`config.mk`:
```
export PLATFORM = sky130hd
export DESIGN_NAME = three_level_ready_queue_scheduler
export DESIGN_NICKNAME = d
export VERILOG_FILES = /design/src/tlrqs_pkg.sv /design/src/three_level_ready_queue_scheduler.sv
export SDC_FILE = /design/constraint.sdc
export NUM_CORES = 1
export LEC_CHECK = 0
export BUFFER_PORTS_ARGS = -buffer_cell sky130_fd_sc_hd__buf_2
export CORE_UTILIZATION = 45
export CTS_BUF_LIST = sky130_fd_sc_hd__clkbuf_4 sky130_fd_sc_hd__clkbuf_8
export CTS_CLUSTER_SIZE = 16
export DETAILED_ROUTE_END_ITERATION = 7
export PLACE_DENSITY = 0.68
export SYNTH_ARGS = -nofsm -noshare
export SYNTH_HDL_FRONTEND = slang
export SYNTH_SLANG_ARGS = --single-unit
```
`constraint.sdc`:
```
create_clock -name clk -period 6.1 [get_ports clk]
set_clock_uncertainty 0.15 [all_clocks]
set_input_delay 1.22 -clock clk [delete_from_list [all_inputs] [get_ports clk]]
set_output_delay 1.22 -clock clk [all_outputs]
set_load 0.02 [all_outputs]
```
`src/tlrqs_pkg.sv`:
```
// Package of the three-level ready queue scheduler: request and result types and codes.
package tlrqs_pkg;

  localparam logic [1:0] OP_ENQ  = 2'd0;
  localparam logic [1:0] OP_RUN  = 2'd1;
  localparam logic [1:0] OP_RET  = 2'd2;
  localparam logic [1:0] OP_PICK = 2'd3;

  localparam logic [1:0] LVL_HIGH   = 2'd0;
  localparam logic [1:0] LVL_MEDIUM = 2'd1;
  localparam logic [1:0] LVL_LOW    = 2'd2;

  localparam logic [1:0] ERR_NONE   = 2'd0;
  localparam logic [1:0] ERR_FULL   = 2'd1;
  localparam logic [1:0] ERR_NO_RUN = 2'd2;

  typedef struct packed {
    logic [1:0] op;
    logic [7:0] pid;
    logic [1:0] priority_req;
  } req_t;

  typedef struct packed {
    logic [7:0]  running_pid;
    logic        running_valid;
    logic        running_is_idle;
    logic [31:0] cycle_count;
    logic [4:0]  high_count;
    logic [4:0]  medium_count;
    logic [4:0]  low_count;
    logic [1:0]  error;
  } res_t;

endpackage

```
`src/three_level_ready_queue_scheduler.sv`:
```
// Top level of the three-level ready queue scheduler with its queue memory.
//
// Enqueue, run and return requests need no wait state: the result strobe out_valid
// comes in the cycle after the request is accepted, and a new request may be accepted
// in every cycle while busy is low, also while a result is on the output. A pick that
// finds a waiting process goes through the pick state, as the head entry is read
// from the queue memory, whose read data is registered; busy is high in that state. A
// pick with all queues empty runs the idle process at once. The receiver cannot
// stall: each result is shown for exactly one cycle. The queue memory needs no
// clearing pass after reset, so the block takes requests from the first cycle on.
module three_level_ready_queue_scheduler #(
  parameter int QUEUE_DEPTH = 16,
  parameter int PID_BITS    = 8
) (
  input  logic              clk,
  input  logic              rst_n,
  input  logic              start,
  output logic              busy,
  input  tlrqs_pkg::req_t   in_req,
  output logic              out_valid,
  output tlrqs_pkg::res_t   out_res,
  input  logic              cfg_we,
  input  logic [7:0]        cfg_wdata
);
  import tlrqs_pkg::*;

  localparam int IDX_W  = $clog2(QUEUE_DEPTH);
  localparam int FILL_W = $clog2(QUEUE_DEPTH + 1);
  localparam int SUM_W  = FILL_W + 1;
  localparam int ADDR_W = $clog2(3 * QUEUE_DEPTH);
  localparam logic [ADDR_W-1:0] BASE1 = ADDR_W'(QUEUE_DEPTH);
  localparam logic [ADDR_W-1:0] BASE2 = ADDR_W'(2 * QUEUE_DEPTH);

  typedef enum logic {ST_IDLE, ST_PICK} state_t;

  state_t              state_r, state_nxt;
  logic [7:0]          idle_pid_r;
  logic [IDX_W-1:0]    head_r [3];
  logic [IDX_W-1:0]    head_nxt [3];
  logic [FILL_W-1:0]   fill_r [3];
  logic [FILL_W-1:0]   fill_nxt [3];
  logic [PID_BITS-1:0] run_id_r, run_id_nxt;
  logic [1:0]          run_lvl_r, run_lvl_nxt;
  logic                present_r, present_nxt;
  logic                idle_flag_r, idle_flag_nxt;
  logic [31:0]         cycles_r, cycles_nxt;
  logic [1:0]          mod3_r, mod3_nxt;
  logic [2:0]          mod7_r, mod7_nxt;
  logic [1:0]          pick_lvl_r, pick_lvl_nxt;
  logic [1:0]          err_r, err_nxt;
  logic                out_valid_r, out_valid_nxt;

  logic [PID_BITS-1:0] mem [3 * QUEUE_DEPTH];
  logic [PID_BITS-1:0] rd_data_r;
  logic                wr_en, rd_en;
  logic [ADDR_W-1:0]   wr_addr, rd_addr;
  logic [PID_BITS-1:0] wr_data;

  logic                accept;
  logic [1:0]          pri_c;
  logic [1:0]          start_lvl;
  logic [1:0]          sel_lvl;
  logic [IDX_W-1:0]    tail [3];
  logic [2:0]          full;
  logic [2:0]          ne;
  logic [SUM_W-1:0]    sum [3];

  function automatic logic [ADDR_W-1:0] slot_addr(input logic [1:0] lvl,
                                                  input logic [IDX_W-1:0] idx);
    logic [ADDR_W-1:0] base;
    case (lvl)
      LVL_HIGH:   base = '0;
      LVL_MEDIUM: base = BASE1;
      default:    base = BASE2;
    endcase
    return base + ADDR_W'(idx);
  endfunction

  assign accept = start && !busy;
  assign busy   = (state_r == ST_PICK);
  assign pri_c  = (in_req.priority_req > LVL_LOW) ? LVL_LOW : in_req.priority_req;

  always_comb begin
    for (int i = 0; i < 3; i++) begin
      sum[i]  = SUM_W'(head_r[i]) + SUM_W'(fill_r[i]);
      tail[i] = (sum[i] >= SUM_W'(QUEUE_DEPTH)) ? IDX_W'(sum[i] - SUM_W'(QUEUE_DEPTH))
                                                 : IDX_W'(sum[i]);
      full[i] = (fill_r[i] == FILL_W'(QUEUE_DEPTH));
      ne[i]   = (fill_r[i] != '0);
    end
  end

  // Start level from the cycle count, then rotate past empty queues.
  always_comb begin
    if (mod3_r == 2'd0) begin
      start_lvl = LVL_MEDIUM;
    end else if (mod7_r == 3'd0) begin
      start_lvl = LVL_LOW;
    end else begin
      start_lvl = LVL_HIGH;
    end
    case (start_lvl)
      LVL_HIGH: begin
        sel_lvl = ne[0] ? LVL_HIGH : (ne[1] ? LVL_MEDIUM : LVL_LOW);
      end
      LVL_MEDIUM: begin
        sel_lvl = ne[1] ? LVL_MEDIUM : (ne[2] ? LVL_LOW : LVL_HIGH);
      end
      default: begin
        sel_lvl = ne[2] ? LVL_LOW : (ne[0] ? LVL_HIGH : LVL_MEDIUM);
      end
    endcase
  end

  always_comb begin
    state_nxt     = state_r;
    head_nxt      = head_r;
    fill_nxt      = fill_r;
    run_id_nxt    = run_id_r;
    run_lvl_nxt   = run_lvl_r;
    present_nxt   = present_r;
    idle_flag_nxt = idle_flag_r;
    cycles_nxt    = cycles_r;
    mod3_nxt      = mod3_r;
    mod7_nxt      = mod7_r;
    pick_lvl_nxt  = pick_lvl_r;
    err_nxt       = err_r;
    out_valid_nxt = 1'b0;
    wr_en         = 1'b0;
    wr_addr       = slot_addr(pri_c, tail[pri_c]);
    wr_data       = PID_BITS'(in_req.pid);
    rd_en         = 1'b0;
    rd_addr       = slot_addr(sel_lvl, head_r[sel_lvl]);
    case (state_r)
      ST_IDLE: begin
        if (accept) begin
          out_valid_nxt = 1'b1;
          err_nxt       = ERR_NONE;
          case (in_req.op)
            OP_ENQ: begin
              if (full[pri_c]) begin
                err_nxt = ERR_FULL;
              end else begin
                wr_en           = 1'b1;
                fill_nxt[pri_c] = fill_r[pri_c] + FILL_W'(1);
              end
            end
            OP_RUN: begin
              cycles_nxt = cycles_r + 32'd1;
              // The residues restart together with the counter when it wraps.
              if (cycles_nxt == 32'd0) begin
                mod3_nxt = 2'd0;
                mod7_nxt = 3'd0;
              end else begin
                mod3_nxt = (mod3_r == 2'd2) ? 2'd0 : mod3_r + 2'd1;
                mod7_nxt = (mod7_r == 3'd6) ? 3'd0 : mod7_r + 3'd1;
              end
            end
            OP_RET: begin
              wr_addr = slot_addr(run_lvl_r, tail[run_lvl_r]);
              wr_data = run_id_r;
              if (!present_r) begin
                err_nxt = ERR_NO_RUN;
              end else if (idle_flag_r) begin
                present_nxt   = 1'b0;
                idle_flag_nxt = 1'b0;
              end else if (full[run_lvl_r]) begin
                err_nxt = ERR_FULL;
              end else begin
                wr_en               = 1'b1;
                fill_nxt[run_lvl_r] = fill_r[run_lvl_r] + FILL_W'(1);
                present_nxt         = 1'b0;
              end
            end
            default: begin
              if (ne == 3'b000) begin
                run_id_nxt    = PID_BITS'(idle_pid_r);
                run_lvl_nxt   = LVL_HIGH;
                present_nxt   = 1'b1;
                idle_flag_nxt = 1'b1;
              end else begin
                // The head entry arrives from the memory in the next cycle.
                rd_en         = 1'b1;
                pick_lvl_nxt  = sel_lvl;
                state_nxt     = ST_PICK;
                out_valid_nxt = 1'b0;
              end
            end
          endcase
        end
      end
      default: begin
        run_id_nxt             = rd_data_r;
        run_lvl_nxt            = pick_lvl_r;
        present_nxt            = 1'b1;
        idle_flag_nxt          = 1'b0;
        head_nxt[pick_lvl_r]   = (head_r[pick_lvl_r] == IDX_W'(QUEUE_DEPTH - 1)) ? '0
                                 : head_r[pick_lvl_r] + IDX_W'(1);
        fill_nxt[pick_lvl_r]   = fill_r[pick_lvl_r] - FILL_W'(1);
        out_valid_nxt          = 1'b1;
        state_nxt              = ST_IDLE;
      end
    endcase
  end

  always_ff @(posedge clk) begin
    if (wr_en) begin
      mem[wr_addr] <= wr_data;
    end
    if (rd_en) begin
      rd_data_r <= mem[rd_addr];
    end
  end

  always_ff @(posedge clk) begin
    if (!rst_n) begin
      state_r     <= ST_IDLE;
      idle_pid_r  <= '0;
      for (int i = 0; i < 3; i++) begin
        head_r[i] <= '0;
        fill_r[i] <= '0;
      end
      run_id_r    <= '0;
      run_lvl_r   <= LVL_HIGH;
      present_r   <= 1'b0;
      idle_flag_r <= 1'b0;
      cycles_r    <= '0;
      mod3_r      <= '0;
      mod7_r      <= '0;
      pick_lvl_r  <= LVL_HIGH;
      err_r       <= ERR_NONE;
      out_valid_r <= 1'b0;
    end else begin
      state_r     <= state_nxt;
      if (cfg_we) begin
        idle_pid_r <= cfg_wdata;
      end
      head_r      <= head_nxt;
      fill_r      <= fill_nxt;
      run_id_r    <= run_id_nxt;
      run_lvl_r   <= run_lvl_nxt;
      present_r   <= present_nxt;
      idle_flag_r <= idle_flag_nxt;
      cycles_r    <= cycles_nxt;
      mod3_r      <= mod3_nxt;
      mod7_r      <= mod7_nxt;
      pick_lvl_r  <= pick_lvl_nxt;
      err_r       <= err_nxt;
      out_valid_r <= out_valid_nxt;
    end
  end

  // The state registers change at the edge that raises the strobe, so the result
  // is read straight from them.
  assign out_valid                = out_valid_r;
  assign out_res.running_pid      = present_r ? 8'(run_id_r) : 8'd0;
  assign out_res.running_valid    = present_r;
  assign out_res.running_is_idle  = present_r && idle_flag_r;
  assign out_res.cycle_count      = cycles_r;
  assign out_res.high_count       = 5'(fill_r[0]);
  assign out_res.medium_count     = 5'(fill_r[1]);
  assign out_res.low_count        = 5'(fill_r[2]);
  assign out_res.error            = err_r;

  a_busy_after_pick: assert property (@(posedge clk) disable iff (!rst_n)
    busy |-> $past(accept && in_req.op == OP_PICK))
    else $error("busy without a preceding pick request");

  a_strobe_has_cause: assert property (@(posedge clk) disable iff (!rst_n)
    out_valid_r |-> $past(accept || busy))
    else $error("result strobe without a request");

  a_accept_answered: assert property (@(posedge clk) disable iff (!rst_n)
    accept |=> (out_valid_r || busy))
    else $error("accepted request produced neither result nor memory read");

  a_head_in_range: assert property (@(posedge clk) disable iff (!rst_n)
    (head_r[0] <= IDX_W'(QUEUE_DEPTH - 1)) && (head_r[1] <= IDX_W'(QUEUE_DEPTH - 1)) &&
    (head_r[2] <= IDX_W'(QUEUE_DEPTH - 1)))
    else $error("queue head beyond queue depth");

endmodule

```
* Word-level counts from Yosys, hierarchy flattened
Memories as Yosys holds them, arrays and structs flattened. A register that Yosys moved wholly into a read port is not among the register bits. Cells that the tools add are included.
Storage, ports and cells: bits in registers 90, memory bits (writable) 384, bits of input ports 24, logic and storage cells 223, memories 1
Memories:
- mem | depth 48, bits a word 8, read ports 1, clocked after Yosys merged registers in 1, write ports 1, RTL line three_level_ready_queue_scheduler.sv:53 | logic [PID_BITS-1:0] mem [3 * QUEUE_DEPTH];
Operators by class: $add $sub $neg 16, magnitude comparators 13, equal/unequal tests 19, multiplexer cells 114, bitwise operators 9, reduce and logical (&&, ||, !) cells 33
Operators with widths (count):
- $mux 15 | 6
- $mux 8 | 8
- $mux 4 | 13
- $bwmux 15 | 3
- $mux 5 | 9
- $mux 6 | 6
- $pmux 6 s2 | 3
- $add 32x1->32 const B | 1
- $bmux 4 s2 | 4
- $logic_not 32->1 | 1
- $bmux 5 s2 | 3
- $demux 5 s2 | 3
- $mux 2 | 15
- $pmux 15 s2 | 1
- $mux 1 | 29
- $add 4x5->6 | 3
- $add 6x4->6 | 3
- $ge 6x5->1 const B | 3
- $eq 5x5->1 const B | 3
- $reduce_bool 5->1 | 3
- $bwmux 12 | 1
- $ge 3x3->1 const B | 4
- $logic_not 2->1 | 6
- $ne 3x3->1 const B | 4
- other kinds (33) | 69

* Logic depth before layout (Yosys ltp)
Gate-level depths: netlist (run 1).
depth after elaboration 12, depth in mapped cells 15, mapped depth without buffers 11

* Worst setup path after synthesis (run 1)
No wires, ideal clock.
path kind register to register, start reg fill_r, in the netlist out_res[10], end reg rd_data_r[5], read port of mem, data pin, library setup time 0.272 ns, arrival time 3.588 ns, data required time 5.678 ns, setup slack 2.090 ns, stages on the path, launching flop included 13, period minus slack after synthesis 4.010 ns, path through dfxtp_1 -> or4_4 -> or4_4 -> o22a_1 -> buf_6 -> mux2_4 -> or2_1 -> buf_6 -> buf_6 -> a2111oi_2 -> nor4b_1 -> a31o_1 -> or4_1
On the way: longest elaborated chain between the ends 9, elaborated cells between the ends (all ways) 18, classes of those cells add/sub (1); eq/ne (1); mux (12); bitwise (1); reduce/logical (3)
RTL lines:
- start, declared | RTL line three_level_ready_queue_scheduler.sv:40 | logic [FILL_W-1:0] fill_r [3];
- start signal, assigned | RTL line three_level_ready_queue_scheduler.sv:239 | fill_r <= fill_nxt;
- $reduce_bool 5->1 * | RTL line three_level_ready_queue_scheduler.sv:89 | ne[i] = (fill_r[i] != '0);
- $mux 2 (2 in series) | RTL line three_level_ready_queue_scheduler.sv:104 | sel_lvl = ne[0] ? LVL_HIGH : (ne[1] ? LVL_MEDIUM : LVL_LOW);
- $pmux 2 s2 | RTL line three_level_ready_queue_scheduler.sv:102 | case (start_lvl)
- $not 2->3 (implied by the code) | RTL line three_level_ready_queue_scheduler.sv:133 | rd_addr = slot_addr(sel_lvl, head_r[sel_lvl]);
- $bmux 4 s2 | RTL line three_level_ready_queue_scheduler.sv:133
- $mux 4 (implied by the code) (2 in series) | RTL line three_level_ready_queue_scheduler.sv:133
- $add 6x4->6 | RTL line three_level_ready_queue_scheduler.sv:76 | return base + ADDR_W'(idx);
- end, declared | RTL line three_level_ready_queue_scheduler.sv:54 | logic [PID_BITS-1:0] rd_data_r;
Mark *: on every way between the ends. The rest lies on a longest branch, timed or not. The select of a mux whose other input is x is not followed. A chain may end at the register's enable or synchronous reset.

* Worst setup path after layout (run 1)
start reg fill_r, in the netlist out_res[12], end reg rd_data_r[3], read port of mem, data pin
On the way: longest elaborated chain between the ends 9, elaborated cells between the ends (all ways) 18, classes of those cells add/sub (1); eq/ne (1); mux (12); bitwise (1); reduce/logical (3)
RTL lines:
- $reduce_bool 5->1 * | RTL line three_level_ready_queue_scheduler.sv:89
- $mux 1 | RTL line three_level_ready_queue_scheduler.sv:110 | sel_lvl = ne[2] ? LVL_LOW : (ne[0] ? LVL_HIGH : LVL_MEDIUM);
- $mux 2 | RTL line three_level_ready_queue_scheduler.sv:110
- $pmux 2 s2 | RTL line three_level_ready_queue_scheduler.sv:102
- $not 2->3 (implied by the code) | RTL line three_level_ready_queue_scheduler.sv:133
- $bmux 4 s2 | RTL line three_level_ready_queue_scheduler.sv:133
- $mux 4 (implied by the code) (2 in series) | RTL line three_level_ready_queue_scheduler.sv:133
- $add 6x4->6 | RTL line three_level_ready_queue_scheduler.sv:76
Marked as above.

==> impl_metrics.yaml, run 1 <==
synthesis:
  syn_area_um2: 21900
  syn_nets: 1928
  yosys_most_used_dff: "edfxtp_1"
  synth_area_leader_cell: "edfxtp_1"
  synth.area.top_cells: "edfxtp_1 (54%), dfxtp_1 (8.2%), nand2_1 (4.1%)"
  ys_ff_latch: 482
  synth_area_per_cell_um2: 11.6
  synth_edf_count: 392
  yosysUniqueCellTypes: 75
  yosys_warnings: 0
  synth_top_area_share_pct: 53.8
  async_reset_ff_share_pct: 0
  syn_inst: 1886
  seq_area_frac_synth_pct: 62.0
cells_and_area:
  diodes: 0
  syn_to_final_growth_pct: 11.3
  final_util_pct: 50.9
  n_fill_cell: 4161
  final_nets: 1998
  final_cells: 2627
  drive_gt1_share_pct: 13.8
  fin_area_um2: 24300
worst_setup_path:
  critPathKind: "flip-flop to flip-flop"
  path_max_fanout: 50
  critPathMaxStageDelay_ns: 0.94
  cpMaxStageDelayCell: "or2_2"
  worst_setup_path_end_kind: "flip-flop"
  worstPathArrival_ns: 5.86
  cp.required_ns: 6.35
  cp-start-kind: "flip-flop"
  crit_path_cell_trace: "or4_1 > o21ai_0 > nand2_1 > a21oi_1 > or2_2 > a31oi_1 > a22oi_1 > o211ai_1 > or4_1"
  crit_top_cell: "or4_1"
cts:
  htree_num_levels: 3
  clkTransAtPathRegs_ns: 0.07
  cts_hold_buf: 0
  postCtsSetupRepairBufs: 0
  cts-root-buf: "clkbuf_8"
  cts_tree: "built"
  clockBufferDepth: 3
  clkLatencyLatePin_ns: 0.68
  clock-sinks: 482
  cts_resized: 0
  numCtsBuffers: 77
detailed_routing:
  drtIter0Drc: 1993
  wirelength_um: 63700
  via_count: 16300
  drc_errors: 0
  wire_per_inst_um: 24.2
  ant_nets: 0
  viasPerCell: 6.19
  dr.pass1.iters: 5
timing:
  fin_crit_ns: 5.61
  max_freq_ghz: 0.178
  final-setup-viol-count: 0
  finalHoldViolations: 0
  finalCritPeriodShare_pct: 91.9
  slew_headroom_pct: 14.2
  worst_pin_slew_ns: 1.28
  maxSlewViolCount: 0
  setup_tns_ns: 0
  rsz0062_at_grt: "false"
placement:
  port_buffers: 84
  dp.cells: 2492
  hpwl_um: 41700
  dpl_cell_area_um2: 22900
  gp_congestion: 0.969
power_and_ir_drop:
  pwr-share-seq_pct: 49.3
  power.density_nw_per_um2: 303
  p_int_mw: 5.33
  power_switching_mw: 2.05
  p_clk_share_pct: 36.8
  switching_share_pct: 27.7
  power_frac_comb_pct: 13.9
  power.leakage_nw: 8.46
  ir_drop_uv: 204
floorplan:
  die_y_um: 223
  die_width_um: 223
  die-area_um2: 49500
  initial_core_util_pct: 45.7
  ioPinCount: 85
  fp-row-count: 80
  core_um2: 47800
global_route:
  grt_max_degree: 67
  antenna_found_initial: 0
  grt_usage_pct: 25.6
  grt_pass1_wl_um: 95600
  overflow: 0
  first_global_vias: 15500
flow_run:
  drv_cap: 0
status:
  status: "completed"
hold_path:
  hold_class: "flip-flop to flip-flop"
[power groups by stage]
stage,logic [mW],registers [mW],clock network (mW)
finish,1.02,3.64,2.72
global route,1.09,3.64,2.90
global placement,0.986,3.70,0
CTS,1.00,3.64,2.76
floorplan,0.664,3.69,0
detailed placement,0.996,3.70,0
[final timing paths]
check	start	end	slack, ns	cells past startpoint
worst max-delay path	out_res[12]$_SDFFE_PN0P_	rd_data_r[3]$_DFFE_PP_	0.49	9
worst min-delay path	idle_pid_r[6]$_SDFFE_PN0P_	idle_pid_r[6]$_SDFFE_PN0P_	0.35	2
worst max register to register	out_res[12]$_SDFFE_PN0P_	rd_data_r[3]$_DFFE_PP_	0.49	9
worst min register to register	idle_pid_r[6]$_SDFFE_PN0P_	idle_pid_r[6]$_SDFFE_PN0P_	0.35	2
[Yosys cell counts, types with 16 or more instances]
library cell,number
and2_1,18
clkbuf_1,93
a21oi_1,83
a32oi_1,18
edfxtp_1,392
xnor2_1,29
nand2_1,240
a211oi_1,55
inv_1,16
nor2_1,169
nor3_1,19
o21ai_0,59
xor2_1,27
mux2i_1,81
buf_2,17
a2111oi_0,27
and3_1,60
nand3_1,85
dfxtp_1,90
nand4_1,31
a22oi_1,18
o22ai_1,20
a31oi_1,25
[kinds of logic (layout without fill, tap and decap cells)]
family          count (synthesis)  after routing  synth area share [%]
compound gates                396            396                  12.6
xor+xnor                       56             56                  2.24
fa+ha+maj                      18             18                  1.13
buf+inv                       145            271                  2.77
flops                         482            482                  62.0
mux                            86             86                  4.03
simple gates                  703            703                  15.1
[sequential cells by signal (all words and copies together) (netlist names), 3 cells and up]
signal	flops
cycles_r	32
head_r	12
idle_pid_r	8
mem	384
mod7_r	3
out_res	15
rd_data_r	8
run_id_r	8
[layout make-up]
cell class                      instances  area [um^2]  area share [%]
Tap cell                              615          769            3.16
Clock inverter                         31          205           0.843
Sequential cell                       482        13600            55.7
Inverter                               17         63.8           0.262
Timing Repair Buffer                  119          696            2.86
Multi-Input combinational cell       1259         7750            31.8
Clock buffer                          104         1290            5.29
[cell usage in the layout (no fill, tap or decap), drive strengths merged, types with 18 or more instances in the layout]
cell type,instances
nand3,85
inv,22
o21ai,60
a2111oi,30
clkbuf,104
nand2,240
a22oi,18
xnor2,29
dfxtp,90
buf,119
edfxtp,392
a211oi,55
mux2i,82
and3,60
xor2,27
a32oi,18
o22ai,20
a31oi,25
nor3,19
a21oi,83
nor2,169
clkinv,24
and2,18
nand4,31
[worst max-delay path: cells and delay by family, from the launching register on]
family	cells	cell delay [ns]
flip-flops	1	0.40
AND/OR/NAND/NOR	4	2.52
AO/OA/AOI/OAI	5	2.23
[per-stage QoR]
step	hold WS (ns)	setup slack [ns]	total power, mW
after floorplan	0.310	2.09	4.36
after detailed placement	0.341	0.740	4.70
after CTS	0.351	0.729	7.40
final	0.353	0.493	7.38
after global placement	0.324	0.829	4.69
after global routing	0.379	0.290	7.63
[metal layers]
layer	vias to the layer above	global-route usage (%)	routed length, um
li1	7316	-	-
met2	847	40.4	29200
met1	7943	34.3	26300
met4	0	9.41	2110
met5	-	0	0
met3	144	6.28	6060
Note: power is estimated with default switching activity, not from simulation.
==> inputs of run 2 (changes only) <==
--- a/config.mk
+++ b/config.mk
@@ -6,11 +6,12 @@
 export NUM_CORES = 1
 export LEC_CHECK = 0
 export BUFFER_PORTS_ARGS = -buffer_cell sky130_fd_sc_hd__buf_2
-export CORE_UTILIZATION = 45
+export CORE_UTILIZATION = 33
 export CTS_BUF_LIST = sky130_fd_sc_hd__clkbuf_4 sky130_fd_sc_hd__clkbuf_8
 export CTS_CLUSTER_SIZE = 16
 export DETAILED_ROUTE_END_ITERATION = 7
-export PLACE_DENSITY = 0.68
+export GPL_TIMING_DRIVEN = 0
+export PLACE_DENSITY = 0.55
 export SYNTH_ARGS = -nofsm -noshare
 export SYNTH_HDL_FRONTEND = slang
 export SYNTH_SLANG_ARGS = --single-unit
==> run 2 against run 1 <==
Compared with the run above: global-route usage down 4.8 points; final cell count is 14% higher; worst hold slack worse by 0.0054 ns; cell area is 3.7% higher; die area is 36% higher; sequential share of layout area shrank 2.0 points; largest power group unchanged; highest routed layer unchanged; routed wire length grew 11%; critical path type unchanged; non-clock buffer count rose by 97; first-iteration DRC count fell by 7.4%; clock-buffer cell count increased by 12; maximum frequency fell by 3.8%.
==> impl_metrics.yaml, run 2 (same netlist as run 1, synthesis figures left out) <==
status:
  status: "completed"
worst_setup_path:
  crit_path_cell_trace: "or4_1 > o21ai_0 > nand2_1 > a21o_1 > clkbuf_1 > nand2_1 > clkbuf_1 > clkbuf_1 > a2111oi_0 > nor4_1 > a31oi_1 > nand4_1"
  critPathKind: "flip-flop to flip-flop"
  critPathMaxStageDelay_ns: 0.72
  worstPathArrival_ns: 6.17
  cpMaxStageDelayCell: "clkbuf_1"
  path_max_fanout: 10
  cp-start-kind: "flip-flop"
  worst_setup_path_end_kind: "flip-flop"
  crit_family: "simple AND/OR/NAND/NOR gates"
  crit_top_cell: "clkbuf_1"
  cp_num_buf_inv: 3
  cp.required_ns: 6.44
cts:
  htree_num_levels: 3
  clockBufferDepth: 3
  postCtsSetupRepairBufs: 0
  cts_hold_buf: 0
  cts_tree: "built"
  clkTransAtPathRegs_ns: 0.06
  numCtsBuffers: 82
  cts_resized: 0
  clkLatencyLatePin_ns: 0.70
  cts-root-buf: "clkbuf_8"
  clock-sinks: 482
detailed_routing:
  viasPerCell: 5.56
  ant_nets: 0
  wire_per_inst_um: 23.6
  wirelength_um: 70800
  drc_errors: 0
  dr.pass1.iters: 6
  drtIter0Drc: 1845
  via_count: 16700
floorplan:
  die_width_um: 259
  initial_core_util_pct: 33.3
  core_um2: 65600
  die_y_um: 259
  fp-row-count: 94
  die-area_um2: 67300
  ioPinCount: 85
cells_and_area:
  regMostFlops: "mem"
  n_fill_cell: 6439
  final_nets: 2100
  final_common_cell: "edfxtp_1"
  largest_reg_flops: 384
  syn_to_final_growth_pct: 15.4
  drive_gt1_share_pct: 13.0
  final_cell_mix: "edfxtp_1 (392), nand2_1 (232), nor2_1 (169)"
timing:
  whs_ns: 0.348
  fin_crit_ns: 5.83
  final-setup-viol-count: 0
  worst_pin_slew_ns: 1.29
  finalCritPeriodShare_pct: 95.6
  setup_tns_ns: 0
  max_freq_ghz: 0.172
  finalHoldViolations: 0
  rsz0062_at_grt: "false"
  slew_headroom_pct: 12.9
  maxSlewViolCount: 0
placement:
  port_buffers: 80
  gp_congestion: 0.960
  hpwl_um: 50400
global_route:
  first_global_vias: 16000
  overflow: 0
  antenna_found_initial: 2
  grt_usage_pct: 20.8
  grt_pass1_wl_um: 104000
  grt_max_degree: 49
power_and_ir_drop:
  ir_drop_uv: 138
  power.leakage_nw: 8.67
  power.density_nw_per_um2: 308
hold_path:
  hold_class: "flip-flop to flip-flop"
flow_run:
  drv_cap: 0
run 2: metrics by stage:
step / total power, mW / cell area (um^2) / setup WS (ns) / std cells / util, %
4_1_cts: 7.80 / 25200 / 0.532 / 2992 / 38.5
5_1_grt: 8.03 / 25300 / 0.210 / 2993 / 38.5
2_1_floorplan: 4.36 / 21900 / 2.09 / 1886 / -
3_3_place_gp: 4.78 / 23400 / 0.612 / 2830 / 35.6
3_5_place_dp: 4.80 / 23500 / 0.584 / 2838 / 35.9
6_report: 7.78 / 25300 / 0.270 / 2993 / 38.5
run 2: final timing paths:
| kind | startpoint | end | slack (ns) | cells after the start |
|---|---|---|---|---|
| worst min register to register | idle_pid_r[6]$_SDFFE_PN0P_ | idle_pid_r[6]$_SDFFE_PN0P_ | 0.35 | 2 |
| worst max-delay path | out_res[12]$_SDFFE_PN0P_ | rd_data_r[1]$_DFFE_PP_ | 0.27 | 12 |
| worst min-delay path | idle_pid_r[6]$_SDFFE_PN0P_ | idle_pid_r[6]$_SDFFE_PN0P_ | 0.35 | 2 |
| worst max register to register | out_res[12]$_SDFFE_PN0P_ | rd_data_r[1]$_DFFE_PP_ | 0.27 | 12 |
run 2: per-layer routing:
| layer | global-route usage (%) | share of wire [%] | up-vias |
|---|---|---|---|
| met4 | 9.07 | 4.3 | 0 |
| met2 | 33.0 | 45 | 809 |
| met5 | 0 | 0 | - |
| met3 | 4.43 | 8.1 | 172 |
| li1 | - | - | 7532 |
| met1 | 27.3 | 42 | 8140 |
run 2: where the power goes:
| part | internal [mW] | switching [mW] | total [mW] |
|---|---|---|---|
| Combinational | 0.324 | 0.808 | 1.13 |
| Clock | 1.65 | 1.37 | 3.02 |
| Sequential | 3.60 | 0.0262 | 3.63 |
run 2: layout make-up:
cell class,instances,area (um^2),area share [%]
sequential,482,13600,53.8
timing repair buffer,88,561,2.22
clock inverter,38,280,1.11
clock buffer,116,1430,5.65
tap,864,1080,4.28
buffer,128,543,2.15
antenna,1,2.50,0.00991
multi-input combinational,1259,7720,30.6
inverter,17,63.8,0.253
run 2: tightest hold or removal path, delay by kind of cell, from the launching register on:
family           cells  cell delay, ns
AND/OR/NAND/NOR      1            0.08
multiplexers         1            0.06
flip-flops           1            0.32
